**src/rtl/core/dtpb_fifo.sv**
```systemverilog
// Small register-based queue with occupancy count.
`default_nettype none

module dtpb_fifo #(
  parameter int WIDTH = 8,
  parameter int DEPTH = 4
) (
  input  wire logic               clk,
  input  wire logic               rst,
  input  wire logic               push,
  input  wire logic [WIDTH-1:0]   wdata,
  output logic                    full,
  input  wire logic               pop,
  output logic [WIDTH-1:0]        rdata,
  output logic                    empty,
  output logic [$clog2(DEPTH):0]  count
);

  localparam int AW = $clog2(DEPTH);

  logic [WIDTH-1:0] mem [DEPTH];
  logic [AW-1:0]    wr_ptr;
  logic [AW-1:0]    rd_ptr;
  logic             push_ok;
  logic             pop_ok;

  assign full    = (count == (AW+1)'(DEPTH));
  assign empty   = (count == '0);
  assign push_ok = push & ~full;
  assign pop_ok  = pop & ~empty;
  assign rdata   = mem[rd_ptr];

  always_ff @(posedge clk) begin
    if (rst) begin
      wr_ptr <= '0;
      rd_ptr <= '0;
      count  <= '0;
    end else begin
      if (push_ok) wr_ptr <= wr_ptr + AW'(1);
      if (pop_ok)  rd_ptr <= rd_ptr + AW'(1);
      if (push_ok && !pop_ok)      count <= count + (AW+1)'(1);
      else if (!push_ok && pop_ok) count <= count - (AW+1)'(1);
    end
  end

  always_ff @(posedge clk) begin
    if (push_ok) mem[wr_ptr] <= wdata;
  end

endmodule

`default_nettype wire

```
**config.mk**
```make
export PLATFORM = sky130hd
export DESIGN_NAME = dtpb_fifo
export DESIGN_NICKNAME = d
export VERILOG_FILES = /design/src/rtl/core/dtpb_fifo.sv
export SDC_FILE = /design/constraint.sdc
export NUM_CORES = 1
export LEC_CHECK = 0
export BUFFER_PORTS_ARGS = -buffer_cell sky130_fd_sc_hd__buf_2
export CAP_MARGIN = 20
export CORE_MARGIN = 1
export CORE_UTILIZATION = 49
export DETAILED_ROUTE_END_ITERATION = 12
export PLACE_DENSITY_LB_ADDON = 0.25
export RECOVER_POWER = 25
export SLEW_MARGIN = 20
export SYNTH_ARGS = -nofsm -noshare
export SYNTH_HDL_FRONTEND = slang
export SYNTH_SLANG_ARGS = --single-unit
```
**constraint.sdc**
```tcl
create_clock -name clk -period 1.95 [get_ports clk]
set_clock_uncertainty 0.2 [all_clocks]
set_input_delay 0.0975 -clock clk [delete_from_list [all_inputs] [get_ports clk]]
set_output_delay 0.0975 -clock clk [all_outputs]
set_load 0.01 [all_outputs]
```
==> results of run 1 <==
layer usage:
| layer | vias up | part of all wire |
|---|---|---|
| met5 | - | 0 |
| met4 | 0 | 0.014 |
| met3 | 4 | 0.039 |
| met2 | 21 | 0.51 |
| met1 | 473 | 0.43 |
| li1 | 452 | - |
critical path, cell delays in order (launching register included):
cell and delay [ns]:
sky130_fd_sc_hd__dfxtp_4 0.38, sky130_fd_sc_hd__o31ai_4 0.26, sky130_fd_sc_hd__ha_2 0.23, sky130_fd_sc_hd__inv_2 0.04, sky130_fd_sc_hd__fa_2 0.32, sky130_fd_sc_hd__xor2_1 0.15
sky130_fd_sc_hd__or3_1 0.32, sky130_fd_sc_hd__a21oi_2 0.12
final timing paths:
check,start,endpoint,slack (ns),depth (start not counted)
worst max-delay path,count[2],count[2],-0.15,7
worst max register to register,count[2],count[2],-0.15,7
worst min-delay path,pop,count[0],0.13,5
worst min register to register,count[2],count[2],0.51,3
Yosys cell counts (2+ instances only):
master                     number  share of area
sky130_fd_sc_hd__or3_1          2         0.0077
sky130_fd_sc_hd__mux4_2         8           0.11
sky130_fd_sc_hd__xor2_1         4          0.022
sky130_fd_sc_hd__a21oi_1        2         0.0062
sky130_fd_sc_hd__edfxtp_1      32           0.59
sky130_fd_sc_hd__nor2_1         5          0.012
sky130_fd_sc_hd__inv_1          4         0.0093
sky130_fd_sc_hd__ha_1           5          0.039
sky130_fd_sc_hd__nand2b_1       2         0.0077
sky130_fd_sc_hd__mux2i_1        2          0.012
sky130_fd_sc_hd__and2_1         4          0.015
sky130_fd_sc_hd__o21ai_0        2         0.0062
sky130_fd_sc_hd__dfxtp_1        9           0.11
repair_timing:
action / in CTS / in global routing
endpoints found under the setup margin: 1 / 4
hold buffers: 14 / 1
pin swaps: 2 / 1
resized for setup: 3 / 2
hold endpoints to repair: 41 / 3
setup buffers: 0 / 1
cell families (layout without fill, tap and decap cells):
| logic type | Yosys count | after routing |
|---|---|---|
| compound gates | 6 | 6 |
| mux | 10 | 10 |
| buf+inv | 7 | 64 |
| fa+ha+maj | 6 | 6 |
| flops | 41 | 41 |
| xor+xnor | 4 | 4 |
| simple gates | 16 | 16 |
cell type report:
| cell class | instances | area share |
|---|---|---|
| Clock buffer | 5 | 0.0177 |
| Clock inverter | 3 | 0.00826 |
| Inverter | 4 | 0.00708 |
| Multi-Input combinational cell | 42 | 0.228 |
| Sequential cell | 41 | 0.543 |
| Tap cell | 44 | 0.0260 |
| Timing Repair Buffer | 52 | 0.170 |
flip-flops by register name (all words and copies together), names as in the netlist, named ones only:
register  flops
count         3
wr_ptr        2
mem          32
rd_ptr        2
power by group through the flow:
stage	clock network, mW	registers (mW)	logic [mW]
2_1_floorplan	0	1.17	0.458
3_3_place_gp	0	1.16	0.747
3_5_place_dp	0	1.17	0.761
4_1_cts	0.422	1.16	0.830
5_1_grt	0.450	1.17	0.922
6_report	0.412	1.16	0.834
per-stage QoR:
stage               utilization  setup TNS, ns  std cells  power, mW  hold slack, ns
floorplan                     -         -0.159         90       1.63        -0.00363
global placement          0.610        -0.0822        167       1.91           0.108
finish                    0.683         -0.148        191       2.41           0.129
CTS                       0.677         -0.139        189       2.41          -0.199
detailed placement        0.610         -0.159        167       1.93           0.121
global route              0.683         -0.269        191       2.55           0.149
==> metrics, run 1 <==
status finished, violations left; failing checks setup timing; residual antenna-violating net count after detailed routing 0; global route total overflow 0; area occupied by multi-input gates approximately 480 um2; number of antenna violations at the first check in global routing 0; average instance area after synthesis 18.0 um2; number of sinks handled by clock tree synthesis 41; minimum period implied by the final worst setup slack roughly 2.1 ns; starting density of the core 0.522; Req. time, crit path a little over 2 ns; leading cell types in the layout, fill and taps excluded sky130_fd_sc_hd__edfxtp_1 (32), sky130_fd_sc_hd__buf_2 (18), sky130_fd_sc_hd__dlygate4sd3_1 (15); count of fill cells added during filler insertion between 200 and 250; average via count per standard cell 4.97; area taken by flip-flops and latches 1150 um2; Pint around 1.7 mW; synthesized cell area approximately 1600 um2; GRT met2 Usage 0.297; Mapped Nets roughly 110; sort of element at the start of the critical path flip-flop; clock insertion delay at the later pin of the skew report 0.35 ns; clock-pin transition on the worst setup and hold timing paths 0.12 ns; worst voltage drop across the vdd grid just over 0.0008 V; signal arrival time at the worst endpoint 2.18 ns; met1 routing resource usage after global routing 0.202; Sequential Power Share 0.482; Inserted Clock Buffers 5; sequential-to-total area share from yosys stat 0.704; H-tree lvl count 2; max-cap violation count 0; number of buffer cells added on primary ports 24; Final Wtd Congestion between 0.7 and 0.8; overall die area between 3000 and 4000 um2; global-route usage over all layers 0.176; Slew @ Worst Pin between 0.4 and 0.5 ns; number of standard cells after synthesis 90; flip-flop and latch count after synthesis 41; share of cells above drive strength 1 0.401; Gate power share 0.347; core box area around 3100 um2; Global Route met3 Usage 0.0590; Syn. warnings 0; share of the cycle needed by the critical path after routing 1.08; die width ~60 um; worst hold path type in2reg; min setup slack post-route -0.148 ns; CTS tree yes; number of buffers between clock root and the deepest sink 2; vias in the first global route 903; count of endpoints failing setup in the final report 1; cell at the root of the clock tree sky130_fd_sc_hd__clkbuf_4; combinational family with the most area after synthesis multiplexers; async set or reset register ratio after synthesis 0; Area Growth Syn to Fin 30.8%; maximum clock frequency 477 MHz; pin count of the biggest net entering global routing 14; top_reg_cell synth sky130_fd_sc_hd__edfxtp_1; wire length of the first global-routing pass around 4200 um; category of the most critical setup path reg2reg; largest driver fanout on the critical path 4; post-detailed-route DRC marker count 0; most utilized layer in the global route result met2; total via count after detailed routing 950; portion of netlist area occupied by mux cells 0.124; XOR/XNOR share of the synthesized area 0.0216; fraction of power spent switching nets 0.302; Die Y between 50 and 60 um; total inserted antenna cells 0; area post-placement between 1500 and 2000 um2; kind of end point of the critical path flip-flop; unrepaired setup endpoints after global routing true; number of unique standard cell types used by synthesis 22; post-route cell area roughly 2100 um2; most common cell after layout, fill and taps aside sky130_fd_sc_hd__edfxtp_1; count of final hold-check violations 0; Leakage Power between 0.7 and 0.8 nW; area share of and/or/nand/nor cells after synthesis 0.0571; std cell rows 20; Synth Area in Compound Gates 0.0255; net count of the finished layout about 160; switching power around 730 uW; iteration-0 DRC count of the detailed router 33; count of final max-slew check failures 0; power density of the placed cells between 1000 and 1500 nW/um2; total iterations of the first detailed-routing run 4; worst rel slew slack 0.711; minimum setup slack after placement -0.159 ns; Clk network pwr share 0.171; detailed-route wire length per cell roughly 14 um; Post-synth EDFFs 32; post-detailed-placement half-perimeter wirelength 1780 um; wirelength, routed 2690 um; adder-cell share of the synthesized area 0.0510; number of ports placed on the die boundary 25
No activity file was read; power rests on OpenSTA's default activity.
==> run 2: changes to the inputs <==
- CORE_UTILIZATION: 49 -> 54
- clock period: 1.95 -> 2 ns (I/O delays scaled with it)
==> run 2 against run 1 <==
  * Clock-buffer cell count increased by 1
  * Largest cell class unchanged
  * First-iteration DRC count decreased by 55%
  * Via count decreased by 1.4%
  * Worst setup slack improved by 0.088 ns
  * Sequential power about the same
  * Power increased by 0.90%
  * The flow finishes with violations (DRC, setup timing)
  * Combinational power decreased by 5.3%
==> metrics, run 2 (synthesized netlist as in run 1, its figures left out) <==
pin count of the biggest net entering global routing 14 (unchanged); launch point of the critical path count[2]; Clk network pwr share 0.211 (+0.040); worst hold path type in2reg; biggest regs mem x32, count x3; number of buffers between clock root and the deepest sink 2 (unchanged); family with the most delay on the worst path adder cells; dpl cells 150 (-10%); post-detailed-route DRC marker count 2 (+2); starting density of the core 0.578 (+0.0554); Gate power share 0.325 (-0.022); count of final max-slew check failures 0 (unchanged); count of fill cells added during filler insertion 184 (-23%); post-detailed-placement half-perimeter wirelength 1920 um (+7.9%); Leakage Power 0.775 nW (-2.7%); kind of end point of the critical path flip-flop; Final Core Density 0.740 (+0.0565); Sequential Power Share 0.464 (-0.018); minimum period implied by the final worst setup slack 2.06 ns (-0.0380 ns); category of the most critical setup path reg2reg; std cell rows 19 (-5.0%); H-tree lvl count 2 (unchanged); share of cells above drive strength 1 0.352 (-0.0492); signal arrival time at the worst endpoint 2.13 ns (-0.05 ns); max-cap violation count 0 (unchanged); min setup slack post-route -0.0595 ns (+0.0880 ns); Area Growth Syn to Fin 28.0%; iteration-0 DRC count of the detailed router 15 (-55%); clock-pin transition on the worst setup and hold timing paths 0.11 ns (about the same); most common cell after layout, fill and taps aside sky130_fd_sc_hd__edfxtp_1; Pint 1.74 mW (+3.4%); Slew @ Worst Pin 0.458 ns (+0.0241 ns); fraction of power spent switching nets 0.285 (-0.0170); unrepaired setup endpoints after global routing true; total via count after detailed routing 937 (-1.4%); worst voltage drop across the vdd grid 0.000967 V (+20%); power density of the placed cells 1170 nW/um2 (+3.1%); sum of buffers and inverters on the critical path 1 (unchanged); Req. time, crit path 2.07 ns (+0.04 ns); core box area 2810 um2 (-9.6%); die width 56.8 um (-4.6%); leading cell types in the layout, fill and taps excluded sky130_fd_sc_hd__edfxtp_1 (32), sky130_fd_sc_hd__buf_2 (18), sky130_fd_sc_hd__dlygate4sd3_1 (15); Inserted Clock Buffers 5 (unchanged); worst rel slew slack 0.695 (-0.0160); net count of the finished layout 159 (-3.0%); Final Wtd Congestion 0.734 (+4.6%); clock insertion delay at the later pin of the skew report 0.34 ns (about the same); CTS tree yes; failing checks DRC, setup timing; maximum clock frequency 486 MHz (+1.8%); cell with the largest stage delay on the worst path sky130_fd_sc_hd__dfxtp_4; switching power 692 uW (-4.8%); wire length of the first global-routing pass 4650 um (+9.6%); share of the cycle needed by the critical path after routing 1.03 (-0.0459); register with the most flip-flops mem; cell at the root of the clock tree sky130_fd_sc_hd__clkbuf_4; CP cell instances o31ai_4, ha_2, inv_2, fa_2, xor2_1, or3_1, a21oi_1; global route total overflow 0 (unchanged); number of sinks handled by clock tree synthesis 41 (unchanged); Hold Startpoint push; Die Y 56.8 um (-4.6%); slowest cell delay on critical path 0.37 ns (about the same); wirelength, routed 2960 um (+9.8%); total setup buffers inserted after CTS 0 (unchanged); number of ports placed on the die boundary 25 (unchanged); number of flip-flops under the largest register name 32 (unchanged); count of final hold-check violations 0 (unchanged); non-filler cells in the finished layout 173 (-9.4%); number of antenna violations at the first check in global routing 0 (unchanged); residual antenna-violating net count after detailed routing 0 (unchanged); number of buffer cells added on primary ports 24 (unchanged); detailed-route wire length per cell 17.1 um (+21%); average via count per standard cell 5.42 (+8.9%); RR Startpoint count[2]; total inserted antenna cells 0 (unchanged); sort of element at the start of the critical path flip-flop; vias in the first global route 988 (+9.4%); largest driver fanout on the critical path 3 (-1); status finished, violations left; global-route usage over all layers 0.209 (+0.0332); total iterations of the first detailed-routing run 8 (+4); overall die area 3220 um2 (-9.0%); count of endpoints failing setup in the final report 1 (unchanged)
[run 2: changes by cell type in the layout (fill, tap and decap cells not counted), sizes merged]
cell      delta
buf          -5
bufinv       +1
clkbuf       +1
clkinv       -1
clkinvlp     -1
[run 2: metal layers]
metal	up-vias	GRT usage	wire length, um
li1	442	-	-
met4	0	0.0976	57
met3	7	0.0553	136
met5	-	0	0
met2	30	0.381	1630
met1	458	0.223	1130
[run 2: worst paths after layout]
path               endpoint  slack, ns  cells past startpoint
hold reg to reg    count[2]       0.48                      3
setup / recovery   count[2]      -0.06                      7
hold / removal    wr_ptr[1]       0.11                      5
setup reg to reg   count[2]      -0.06                      7
[run 2: tightest hold or removal path: cells and delay by family]
family                 cells  cell delay, ns
buffers and inverters      3            0.28
and+or+nand+nor            1            0.15
muxes                      1            0.07
[run 2: area by class of cell]
type | instances | area, um2 | share of cell area
repair buffers | 47 | 323 | 0.156
clock inverters | 2 | 35.0 | 0.0169
clock buffers | 6 | 41.3 | 0.0199
flip-flops and latches | 41 | 1150 | 0.554
inverters | 4 | 15.0 | 0.00724
well taps | 31 | 38.8 | 0.0187
multi-input cells | 42 | 472 | 0.227
[run 2: what timing repair did]
| action | 4_1_cts | 5_1_grt |
|---|---|---|
| hold buffers | 14 | 1 |
| gates cloned | 0 | 0 |
| hold endpoints to repair | 41 | 3 |
| gates resized for setup | 2 | 0 |
| pin swaps | 2 | 0 |
| setup endpoints to repair | 1 | 3 |
[run 2: stage by stage]
step / setup TNS (ns) / power [mW] / setup WS (ns) / cell area (um2) / hold WS, ns
2_1_floorplan: -0.109 / 1.59 / -0.109 / 1640 / -0.00113
3_3_place_gp: -0.0247 / 1.84 / -0.0247 / 1850 / 0.111
3_5_place_dp: -0.0911 / 1.87 / -0.0911 / 1850 / 0.120
4_1_cts: -0.0613 / 2.44 / -0.0613 / 2070 / -0.187
5_1_grt: -0.215 / 2.56 / -0.149 / 2070 / 0.107
6_report: -0.0595 / 2.43 / -0.0595 / 2070 / 0.108
[run 2: power by group through the flow]
stage                     combinational [mW]  clock [mW]  sequential [mW]
after global placement                 0.709           0             1.13
final                                  0.790       0.512             1.13
after CTS                              0.792       0.519             1.13
after global routing                   0.869       0.551             1.14
after detailed placement               0.726           0             1.14
after floorplan                        0.446           0             1.14
