`src/rtl/core/dtpb_pkg.sv`:
```
// Shared types and constants for the depth-to-point back-projection unit.
`default_nettype none

package dtpb_pkg;

  localparam int CFG_ADDR_W = 3;
  localparam int CFG_DATA_W = 24;

  typedef struct packed {
    logic       frame_start;
    logic [15:0] depth_mm;
    logic [7:0] red_in;
    logic [7:0] green_in;
    logic [7:0] blue_in;
  } pixel_t;

  typedef struct packed {
    logic signed [31:0] point_x;
    logic signed [31:0] point_y;
    logic [15:0]        point_z;
    logic [7:0]         red_out;
    logic [7:0]         green_out;
    logic [7:0]         blue_out;
  } point_t;

  typedef struct packed {
    logic [12:0] frame_width;
    logic [12:0] frame_height;
    logic [4:0]  sample_stride;
    logic [23:0] inv_focal_x;
    logic [23:0] inv_focal_y;
    logic [15:0] center_x;
    logic [15:0] center_y;
  } cfg_t;

  typedef enum logic [CFG_ADDR_W-1:0] {
    REG_FRAME_WIDTH   = 3'd0,
    REG_FRAME_HEIGHT  = 3'd1,
    REG_SAMPLE_STRIDE = 3'd2,
    REG_INV_FOCAL_X   = 3'd3,
    REG_INV_FOCAL_Y   = 3'd4,
    REG_CENTER_X      = 3'd5,
    REG_CENTER_Y      = 3'd6
  } cfg_reg_t;

  localparam cfg_t CFG_RESET = '{
    frame_width:   13'd640,
    frame_height:  13'd480,
    sample_stride: 5'd3,
    inv_focal_x:   24'd29433,
    inv_focal_y:   24'd29433,
    center_x:      16'd5120,
    center_y:      16'd3840
  };

endpackage

`default_nettype wire

```
`src/rtl/core/dtpb_front.sv`:
```
// Front end: raster counters, stride phases and keep/drop decision per pixel.
`default_nettype none

module dtpb_front import dtpb_pkg::*; #(
  parameter int MAX_DIM    = 4096,
  parameter int DEPTH_BITS = 16
) (
  input  wire logic                        clk,
  input  wire logic                        rst,
  input  wire cfg_t                        cfg,
  input  wire logic                        push,
  input  wire pixel_t                      pixel,
  output logic                             full,
  input  wire logic                        mid_full,
  output logic                             keep,
  output logic [$clog2(MAX_DIM)-1:0]       keep_col,
  output logic [$clog2(MAX_DIM)-1:0]       keep_row,
  output pixel_t                           keep_pixel
);

  localparam int CW  = $clog2(MAX_DIM);
  localparam int RBW = $clog2(CW);

  logic [CW-1:0]         column_count, row_count;
  logic [CW-1:0]         column_count_next, row_count_next;
  logic [CW-1:0]         u, v;
  logic [4:0]            col_phase, row_phase;
  logic [4:0]            col_phase_next, row_phase_next;
  logic [4:0]            cph, rph, cph_inc, rph_inc;
  logic [4:0]            stride_seen, stride_eff;
  logic                  stride_change;
  logic                  remap;
  logic [RBW-1:0]        rem_bit;
  logic [4:0]            rem_c, rem_r, rem_c_next, rem_r_next;
  logic [5:0]            trial_c, trial_r;
  logic [12:0]           w_clamp, h_clamp, w_m1, h_m1;
  logic [DEPTH_BITS-1:0] depth;
  logic                  accept;

  // stride in use is the one latched when the phases were last rebuilt
  assign stride_eff    = (stride_seen == '0) ? 5'd1 : stride_seen;
  assign stride_change = (cfg.sample_stride != stride_seen);
  assign full          = mid_full | remap | stride_change;
  assign accept        = push & ~full;

  assign w_clamp = (cfg.frame_width == '0) ? 13'd1 :
                   (cfg.frame_width > 13'(MAX_DIM)) ? 13'(MAX_DIM) : cfg.frame_width;
  assign h_clamp = (cfg.frame_height == '0) ? 13'd1 :
                   (cfg.frame_height > 13'(MAX_DIM)) ? 13'(MAX_DIM) : cfg.frame_height;
  assign w_m1    = w_clamp - 13'd1;
  assign h_m1    = h_clamp - 13'd1;

  assign u     = pixel.frame_start ? '0 : column_count;
  assign v     = pixel.frame_start ? '0 : row_count;
  assign cph   = pixel.frame_start ? '0 : col_phase;
  assign rph   = pixel.frame_start ? '0 : row_phase;
  assign depth = pixel.depth_mm[DEPTH_BITS-1:0];

  assign cph_inc = (cph + 5'd1 == stride_eff) ? '0 : cph + 5'd1;
  assign rph_inc = (rph + 5'd1 == stride_eff) ? '0 : rph + 5'd1;

  assign keep     = accept && (depth != '0) && (cph == '0) && (rph == '0);
  assign keep_col = u;
  assign keep_row = v;

  always_comb begin
    keep_pixel          = pixel;
    keep_pixel.depth_mm = 16'(depth);
  end

  always_comb begin
    row_count_next = v;
    row_phase_next = rph;
    if (13'(u) >= w_m1) begin
      column_count_next = '0;
      col_phase_next    = '0;
      if (13'(v) >= h_m1) begin
        row_count_next = '0;
        row_phase_next = '0;
      end else begin
        row_count_next = v + CW'(1);
        row_phase_next = rph_inc;
      end
    end else begin
      column_count_next = u + CW'(1);
      col_phase_next    = cph_inc;
    end
  end

  // shift-subtract remainder of both counters by the new stride, one bit a cycle
  assign trial_c    = {rem_c, column_count[rem_bit]};
  assign trial_r    = {rem_r, row_count[rem_bit]};
  assign rem_c_next = (trial_c >= {1'b0, stride_eff}) ? 5'(trial_c - {1'b0, stride_eff})
                                                       : trial_c[4:0];
  assign rem_r_next = (trial_r >= {1'b0, stride_eff}) ? 5'(trial_r - {1'b0, stride_eff})
                                                       : trial_r[4:0];

  always_ff @(posedge clk) begin
    if (rst) begin
      column_count <= '0;
      row_count    <= '0;
      col_phase    <= '0;
      row_phase    <= '0;
      stride_seen  <= CFG_RESET.sample_stride;
      remap        <= 1'b0;
      rem_bit      <= '0;
      rem_c        <= '0;
      rem_r        <= '0;
    end else if (remap) begin
      rem_c <= rem_c_next;
      rem_r <= rem_r_next;
      if (rem_bit == '0) begin
        col_phase <= rem_c_next;
        row_phase <= rem_r_next;
        remap     <= 1'b0;
      end else begin
        rem_bit <= rem_bit - RBW'(1);
      end
    end else if (stride_change) begin
      stride_seen <= cfg.sample_stride;
      remap       <= 1'b1;
      rem_bit     <= RBW'(CW - 1);
      rem_c       <= '0;
      rem_r       <= '0;
    end else if (accept) begin
      column_count <= column_count_next;
      row_count    <= row_count_next;
      col_phase    <= col_phase_next;
      row_phase    <= row_phase_next;
    end
  end

endmodule

`default_nettype wire

```
`config.mk`:
```
export PLATFORM = sky130hd
export DESIGN_NAME = dtpb_front
export DESIGN_NICKNAME = d
export VERILOG_FILES = /design/src/rtl/core/dtpb_pkg.sv /design/src/rtl/core/dtpb_front.sv
export SDC_FILE = /design/constraint.sdc
export NUM_CORES = 1
export LEC_CHECK = 0
export BUFFER_PORTS_ARGS = -buffer_cell sky130_fd_sc_hd__buf_2
export CAP_MARGIN = 0
export CORE_MARGIN = 1
export CORE_UTILIZATION = 40
export CTS_CLUSTER_SIZE = 28
export DETAILED_ROUTE_END_ITERATION = 10
export GPL_TIMING_DRIVEN = 0
export PLACE_DENSITY_LB_ADDON = 0.15
export SETUP_SLACK_MARGIN = 0.1
export SYNTH_ARGS = -nofsm -noshare
export SYNTH_HDL_FRONTEND = slang
export SYNTH_SLANG_ARGS = --single-unit
export TNS_END_PERCENT = 30
```
`constraint.sdc`:
```
create_clock -name clk -period 7.05 [get_ports clk]
set_clock_uncertainty 0.2 [all_clocks]
set_input_delay 1.41 -clock clk [delete_from_list [all_inputs] [get_ports clk]]
set_output_delay 1.41 -clock clk [all_outputs]
set_load 0.1 [all_outputs]
```
==> results of run 1 <==
## per-layer routing
layer  up-vias  wire (um)  share of wire [%]
li1       2714          -                  -
met1      2627       7058                 44
met2       228       7601                 48
met3        20       1007                6.3
met4         0        235                1.5
met5         -          0                  0
## metrics by stage
step	std cells	area [sq um]	util [%]	total power, uW
floorplan	693	5346	-	621.3
global placement	981	6142	47.89	697.8
detailed placement	981	6142	47.89	706.0
CTS	989	6290	49.04	964.2
global route	989	6290	49.04	1010
finish	989	6290	49.04	961.0
## power breakdown
part           internal, uW  total [uW]  leakage (uW)  switching [uW]
Clock                   142         261     0.0000739             119
Sequential              320         333      0.000439            12.5
Combinational           122         368       0.00228             246
## Yosys cell counts (all sizes together) (11+ instances only)
master,n,share of area (%)
dfxtp,54,20
nor4,13,1.8
xor2,12,2.0
o21ai,29,2.7
nor2b,30,3.5
a21oi,48,4.6
inv,20,1.4
a31oi,12,1.4
buf,53,7.2
ha,43,10
clkbuf,19,1.4
nor3,30,3.1
nand3,25,2.4
nand2b,13,1.5
xnor2,23,3.8
and3,11,1.3
nor2,70,5.1
nand2,51,3.6
## kinds of logic (layout without fill, tap and decap cells)
group / after synthesis / count (layout) / synth area share (%)
compound gates: 151 / 151 / 18.44
xor+xnor: 35 / 35 / 5.734
fa+ha+maj: 45 / 45 / 10.81
buf+inv: 92 / 216 / 9.923
flops: 54 / 54 / 20.22
mux: 16 / 16 / 4.447
simple gates: 300 / 300 / 30.42
## flip-flops by register name (all words and copies together) (netlist names), 4 cells and up
signal,cells
col_phase,5
column_count,12
rem_bit,4
rem_c,5
rem_r,5
row_count,12
row_phase,5
stride_seen,5
## worst reg2reg max path, cell delays in order, from the launching register on
cell	delay, ns
dfxtp_1	0.31
clkbuf_1	0.43
mux4_2	0.41
mux2i_1	0.14
o21ai_0	0.17
inv_1	0.10
ha_1	0.17
inv_1	0.06
fa_1	0.39
a21o_1	0.21
a31oi_1	0.21
nand2b_1	0.20
or2_1	0.28
a32o_1	0.28
nor3_1	0.19
nor3_1	0.07
## area by class of cell
type,instances,area share (%)
Tap cell,172,3.422
Clock inverter,1,0.07957
Inverter,20,1.194
Timing Repair Buffer,116,9.230
Clock buffer,7,2.268
Buffer,72,7.241
Sequential cell,54,17.19
Multi-Input combinational cell,547,59.38
## worst paths after layout
path	from	endpoint	slack, ns	cells past startpoint
hold reg to reg	rem_r[4]$_SDFFE_PP0P_	rem_r[4]$_SDFFE_PP0P_	0.25	2
hold / removal	rem_r[4]$_SDFFE_PP0P_	rem_r[4]$_SDFFE_PP0P_	0.25	2
setup reg to reg	rem_bit[1]$_SDFFE_PP0P_	row_phase[2]$_SDFFE_PP0P_	3.10	15
setup / recovery	pixel[40]	keep	1.10	10
==> summary.txt, run 1 <==
H-Tree Depth = 2
Maximum VDD drop = 111.6 uV
P per Cell Area = 152.8 nW/um^2
Synth Instances = 693
GRT Residual Overflow = 0
Filler cells = 1,292
Number of DRC markers in iteration 0 = 329
Slew Limit Fails = 0
Clock-pin slew on the worst setup and hold paths = 0.07 ns
Min-delay worst type = register to register
DIE AREA = 13,830 sq um
Largest net degree at the start of global routing = 16
Routed Antenna Nets = 0
Post-synth EDFFs = 0
Data arrival, critical path = 4.34 ns
Slew @ Worst Pin = 0.7582 ns
Setup TNS = 0 ns
All-layer global routing usage = 23.05%
Crit Path Max Fanout = 10
Clock Tree Root = clkbuf_16
CP Class = primary input to output pin
Worst Setup Slack, final = 1.097 ns
Commonest non-fill, non-tap cell in the layout = buf_2
Netlist Area Pre-Place = 5346 sq um
Post-CTS Setup Inserts = 0
RSZ-0062 raised after global routing = no
Post-CTS sizing = 0
CP endpoint kind = output pin
Clock tree buffer depth = 2
TritonRoute pass-1 iters = 5
Layout cells sized above 1 = 24.24%
Async set-reset flop share out of synthesis = 0%
Fin crit share = 84.44%
Setup violations, final = 0
Detailed Route WL = 15,900 um
Gp weighted congestion = 0.8934
Clock Latency Late Sink = 0.29 ns
Syn_nets = 894
WL/cell = 16.08 um
Required time worst endpoint = 5.44 ns
Post-synthesis sequential element count = 54
Io pins = 223
MaxCap Viol Count = 0
Vias per cell = 5.651
Avg Synthesized Cell Area = 7.715 sq um
# DRC = 0
Clk sinks = 54
CTS tree = done
ANT cells = 0
M2 GR Usage = 40.70%
Pre-CTS setup slack = 1.052 ns
Register area = 1081 sq um
Nets = 1,017
Die height = 117.6 um
Initial Utilization = 41.69%
Most frequent cells in the layout = buf_2, nor2_1, dfxtp_1, nand2_1, a21oi_1
Crit-path leading delay family = buffers and inverters
Slowest stage cell, crit path = buf_1
Die span in x = 117.6 um
Vias = 5,589
Met3 Usage GRT = 2.665%
Initial antenna violation count = 0
CP Launch Type = primary input
Final Critical Period = 5.953 ns
Hold WS = 0.2547 ns
Critical path buffers and inverters = 6
Critical Path Most Common Cell = buf_2
Synth Flop Type = dfxtp_1
Status = complete, no violations
Synth unique cells = 73
Core Area = 12,820 sq um
Grt peak-use layer = met2
Multi-input gate area = 3735 sq um
Rows = 41
Cts bufs inserted = 5
LEAKAGE = 0.002788 uW
Highest Clock Rate = 168.0 MHz
DP HPWL = 12,730 um
Worst-path cell chain = buf_2 -> buf_2 -> buf_2 -> buf_1 -> buf_1 -> nand2b_1 -> ha_1 -> o211ai_1 -> nor3_1 -> buf_2
Vias in the first global route = 5,345
Ys Warns = 0
Grt met1 use = 29.51%
CTS Hold Buffers Added = 0
Area added between synthesis and finish = 17.65%
I/O Buffers = 116
Final hold vios = 0
Worst path max stage delay = 0.51 ns
First-pass GRT wire length = 26,340 um
Relative slew slack = 48.99%
Seq/Total Area, Yosys = 20.22%
No activity file was read; power rests on OpenSTA's default activity.
==> inputs of run 2 (changes only) <==
Settings changed: ABC_AREA set to 1.
Clock period 7.05 ns to 6 ns, I/O delays scaled along.
==> run 2 against run 1 <==
  * Setup slack better by 0.31 ns
  * Non-clock buffer count unchanged
  * Final cell count up 23%
  * Via count rose by 6.4%
  * Highest routed layer unchanged
==> summary.txt, run 2 <==
Post-synthesis simple-gate area fraction = 31.94% (+1.5 points)
Setup violations, final = 0 (unchanged)
Gp weighted congestion = 0.8338 (-6.7%)
Share of the synthesized area in the top cell type = 18.85% (-1.4 points)
DP Area = 6546 sq um (+6.6%)
LEAKAGE = 0.003378 uW (+21%)
Rows = 43 (+4.9%)
Required time worst endpoint = 5.97 ns (+0.53 ns)
Vias per cell = 4.891 (-13%)
Clock tree buffer depth = 2 (unchanged)
Biggest regs = column_count (12), row_count (12)
Detailed Route WL = 15,250 um (-4.1%)
Filler cells = 1,534 (+19%)
CTS Hold Buffers Added = 0 (unchanged)
GRT Residual Overflow = 0 (unchanged)
Finished Cell Area = 6720 sq um (+6.8%)
Reg2Reg Launch Point = rem_bit[0]$_SDFFE_PP0P_
MaxCap Viol Count = 0 (unchanged)
I/O Buffers = 117 (+0.86%)
Commonest non-fill, non-tap cell in the layout = nand2_1
Area added between synthesis and finish = 17.17%
Largest family of logic cells by synthesized area = simple AND/OR/NAND/NOR gates
TritonRoute pass-1 iters = 5 (unchanged)
Vias in the first global route = 5,278 (-1.3%)
Highest Clock Rate = 217.6 MHz
Top-count cell post-synth = nand2_1
Avg Synthesized Cell Area = 6.296 sq um (-18%)
Die height = 121.7 um (+3.5%)
ANT cells = 0 (unchanged)
Post-synthesis sequential element count = 54 (unchanged)
CP Class = primary input to register
Async set-reset flop share out of synthesis = 0% (unchanged)
DIE AREA = 14,820 sq um (+7.2%)
Grt peak-use layer = met2
CTS tree = done
Routed Antenna Nets = 0 (unchanged)
Core Area = 13,930 sq um (+8.7%)
Io pins = 223 (unchanged)
Vias = 5,948 (+6.4%)
Total Power = 1360 uW (+42%)
Initial Utilization = 41.16% (-0.53 points)
All-layer global routing usage = 20.88% (-2.2 points)
Post-synthesis mux area share = 0% (-4.4 points)
CP Launch Type = primary input
Ranking of synthesized cells by area = dfxtp_1, nand2_1, ha_1, a21oi_1, inv_1
Compound-Gate Fraction of Synth Area = 16.71% (-1.7 points)
Cts bufs inserted = 5 (unchanged)
Slew @ Worst Pin = 0.7062 ns (-0.05200 ns)
Setup TNS = 0 ns (unchanged)
Data arrival, critical path = 4.57 ns (+0.23 ns)
Ys Warns = 0 (unchanged)
Relative slew slack = 52.92% (+3.9 points)
Layout cells sized above 1 = 21.62% (-2.6 points)
Crit path launch = cfg[100]
CP endpoint kind = register
First-pass GRT wire length = 24,850 um (-5.6%)
DP HPWL = 12,320 um (-3.2%)
Clock Latency Late Sink = 0.30 ns (about the same)
Synth top cells by count = nand2_1, inv_1, nor2_1
Number of DRC markers in iteration 0 = 308 (-6.4%)
Synth Flop Type = dfxtp_1
P per Cell Area = 202.4 nW/um^2 (+32%)
Most frequent cells in the layout = nand2_1, buf_2, inv_1, nor2_1, a21oi_1
Fin crit share = 76.59%
Crit Path Max Fanout = 10 (unchanged)
Post-Synth XOR/XNOR Area = 7.177% (+1.4 points)
Maximum VDD drop = 112.8 uV (+1.1%)
M2 GR Usage = 36.33% (-4.4 points)
Reg2reg end = col_phase[3]$_SDFFE_PP0P_
Post-CTS Setup Inserts = 0 (unchanged)
Syn_nets = 1,112 (+24%)
Post-synth EDFFs = 0 (unchanged)
Netlist Area Pre-Place = 5736 sq um (+7.3%)
Post-Synth Adder-Cell Area = 10.08% (-0.73 points)
Met3 Usage GRT = 2.154% (-0.51 points)
Crit path to = row_count[1]$_SDFFE_PP0P_
Clock-pin slew on the worst setup and hold paths = 0.08 ns (about the same)
Synth Instances = 911 (+31%)
Synth unique cells = 46 (-37%)
Final Critical Period = 4.595 ns
H-Tree Depth = 2 (unchanged)
Initial antenna violation count = 0 (unchanged)
Post-CTS sizing = 0 (unchanged)
RSZ-0062 raised after global routing = no
Clk sinks = 54 (unchanged)
Die span in x = 121.7 um (+3.5%)
Slew Limit Fails = 0 (unchanged)
R2R cell count = 21 (+6)
Grt met1 use = 28.10% (-1.4 points)
Area leader, netlist = dfxtp_1
# DRC = 0 (unchanged)
Flop2flop setup slack = 2.22 ns (-0.88 ns)
WL/cell = 12.54 um (-22%)
Nets = 1,236 (+22%)
Min-delay worst type = register to register
Status = complete, no violations
Seq/Total Area, Yosys = 18.85% (-1.4 points)
Clock Tree Root = clkbuf_16
Largest net degree at the start of global routing = 19 (+3)
Final hold vios = 0 (unchanged)
## run 2: cell count changes after synthesis, sizes merged, moves of 24 or more
cell,delta
o21ai,+42
nand3,+24
nor2b,-30
inv,+85
nor2,+29
nand2,+173
a21oi,+39
## run 2: cell type report
type | count | area (sq um) | share of cell area [%]
multi-input combinational | 681 | 3780 | 56.25
sequential | 54 | 1081 | 16.09
timing repair buffer | 117 | 585.6 | 8.713
buffer | 71 | 480.5 | 7.150
inverter | 105 | 394.1 | 5.865
tap | 180 | 225.2 | 3.351
clock buffer | 5 | 125.1 | 1.862
clock inverter | 3 | 48.80 | 0.7261
## run 2: worst min-delay path by stage
| stage | startpoint | end | slack, ns | cells after the start |
|---|---|---|---|---|
| after global placement | rem_r[4]$_SDFFE_PP0P_ | rem_r[4]$_SDFFE_PP0P_ | 0.25 | 2 |
| final | rem_r[4]$_SDFFE_PP0P_ | rem_r[4]$_SDFFE_PP0P_ | 0.27 | 2 |
| after global routing | row_count[1]$_SDFFE_PP0P_ | row_count[1]$_SDFFE_PP0P_ | 0.29 | 2 |
| after CTS | row_count[1]$_SDFFE_PP0P_ | row_count[1]$_SDFFE_PP0P_ | 0.27 | 2 |
| after detailed placement | row_count[1]$_SDFFE_PP0P_ | row_count[1]$_SDFFE_PP0P_ | 0.26 | 2 |
| after floorplan | rem_r[4]$_SDFFE_PP0P_ | rem_r[4]$_SDFFE_PP0P_ | 0.24 | 2 |
## run 2: worst max-delay path: stages
cell and delay (ns):
buf_2 0.12, nor2_1 0.10, nand2_1 0.06, nor2_1 0.08, nand3_1 0.11, nand2_2 0.11, clkbuf_1 0.33, nand2_1 0.11
ha_1 0.30, nand2_1 0.14, nor2_1 0.07, xor2_1 0.14, ha_1 0.29, nand2_1 0.10, inv_1 0.04, a21oi_1 0.13
nand2_1 0.06, nor2_1 0.08, nand2_1 0.07, nand2_1 0.06, nand2_1 0.05, nand2_1 0.05, nand2_1 0.08, nand3_2 0.15
buf_2 0.29, o21ai_1 0.11, nand3_1 0.09, a21oi_1 0.06
## run 2: through the flow
step | hold slack [ns] | std cells | setup WS (ns) | util, %
floorplan | 0.2398 | 911 | 1.030 | -
global placement | 0.2514 | 1208 | 1.026 | 46.98
detailed placement | 0.2559 | 1208 | 1.060 | 46.98
CTS | 0.2684 | 1216 | 1.381 | 48.23
global route | 0.2903 | 1216 | 0.9049 | 48.23
finish | 0.2733 | 1216 | 1.405 | 48.23
## run 2: kinds of logic (layout without fill, tap and decap cells)
group / after synthesis / count (layout)
AOI/OAI and AO/OA: 176 / 176
buffers and inverters: 176 / 301
xor gates and xnor gates: 47 / 47
DFF: 54 / 54
adders and majority gates: 45 / 45
and+or+nand+nor: 413 / 413
## run 2: routing by layer
layer,vias up,wire length (um)
met4,0,66
met3,5,581
li1,3166,-
met2,115,7266
met1,2662,7334
met5,-,0
## run 2: power breakdown
part           internal, uW  switching (uW)
registers               391            29.8
clock network           200             151
logic                   190             397
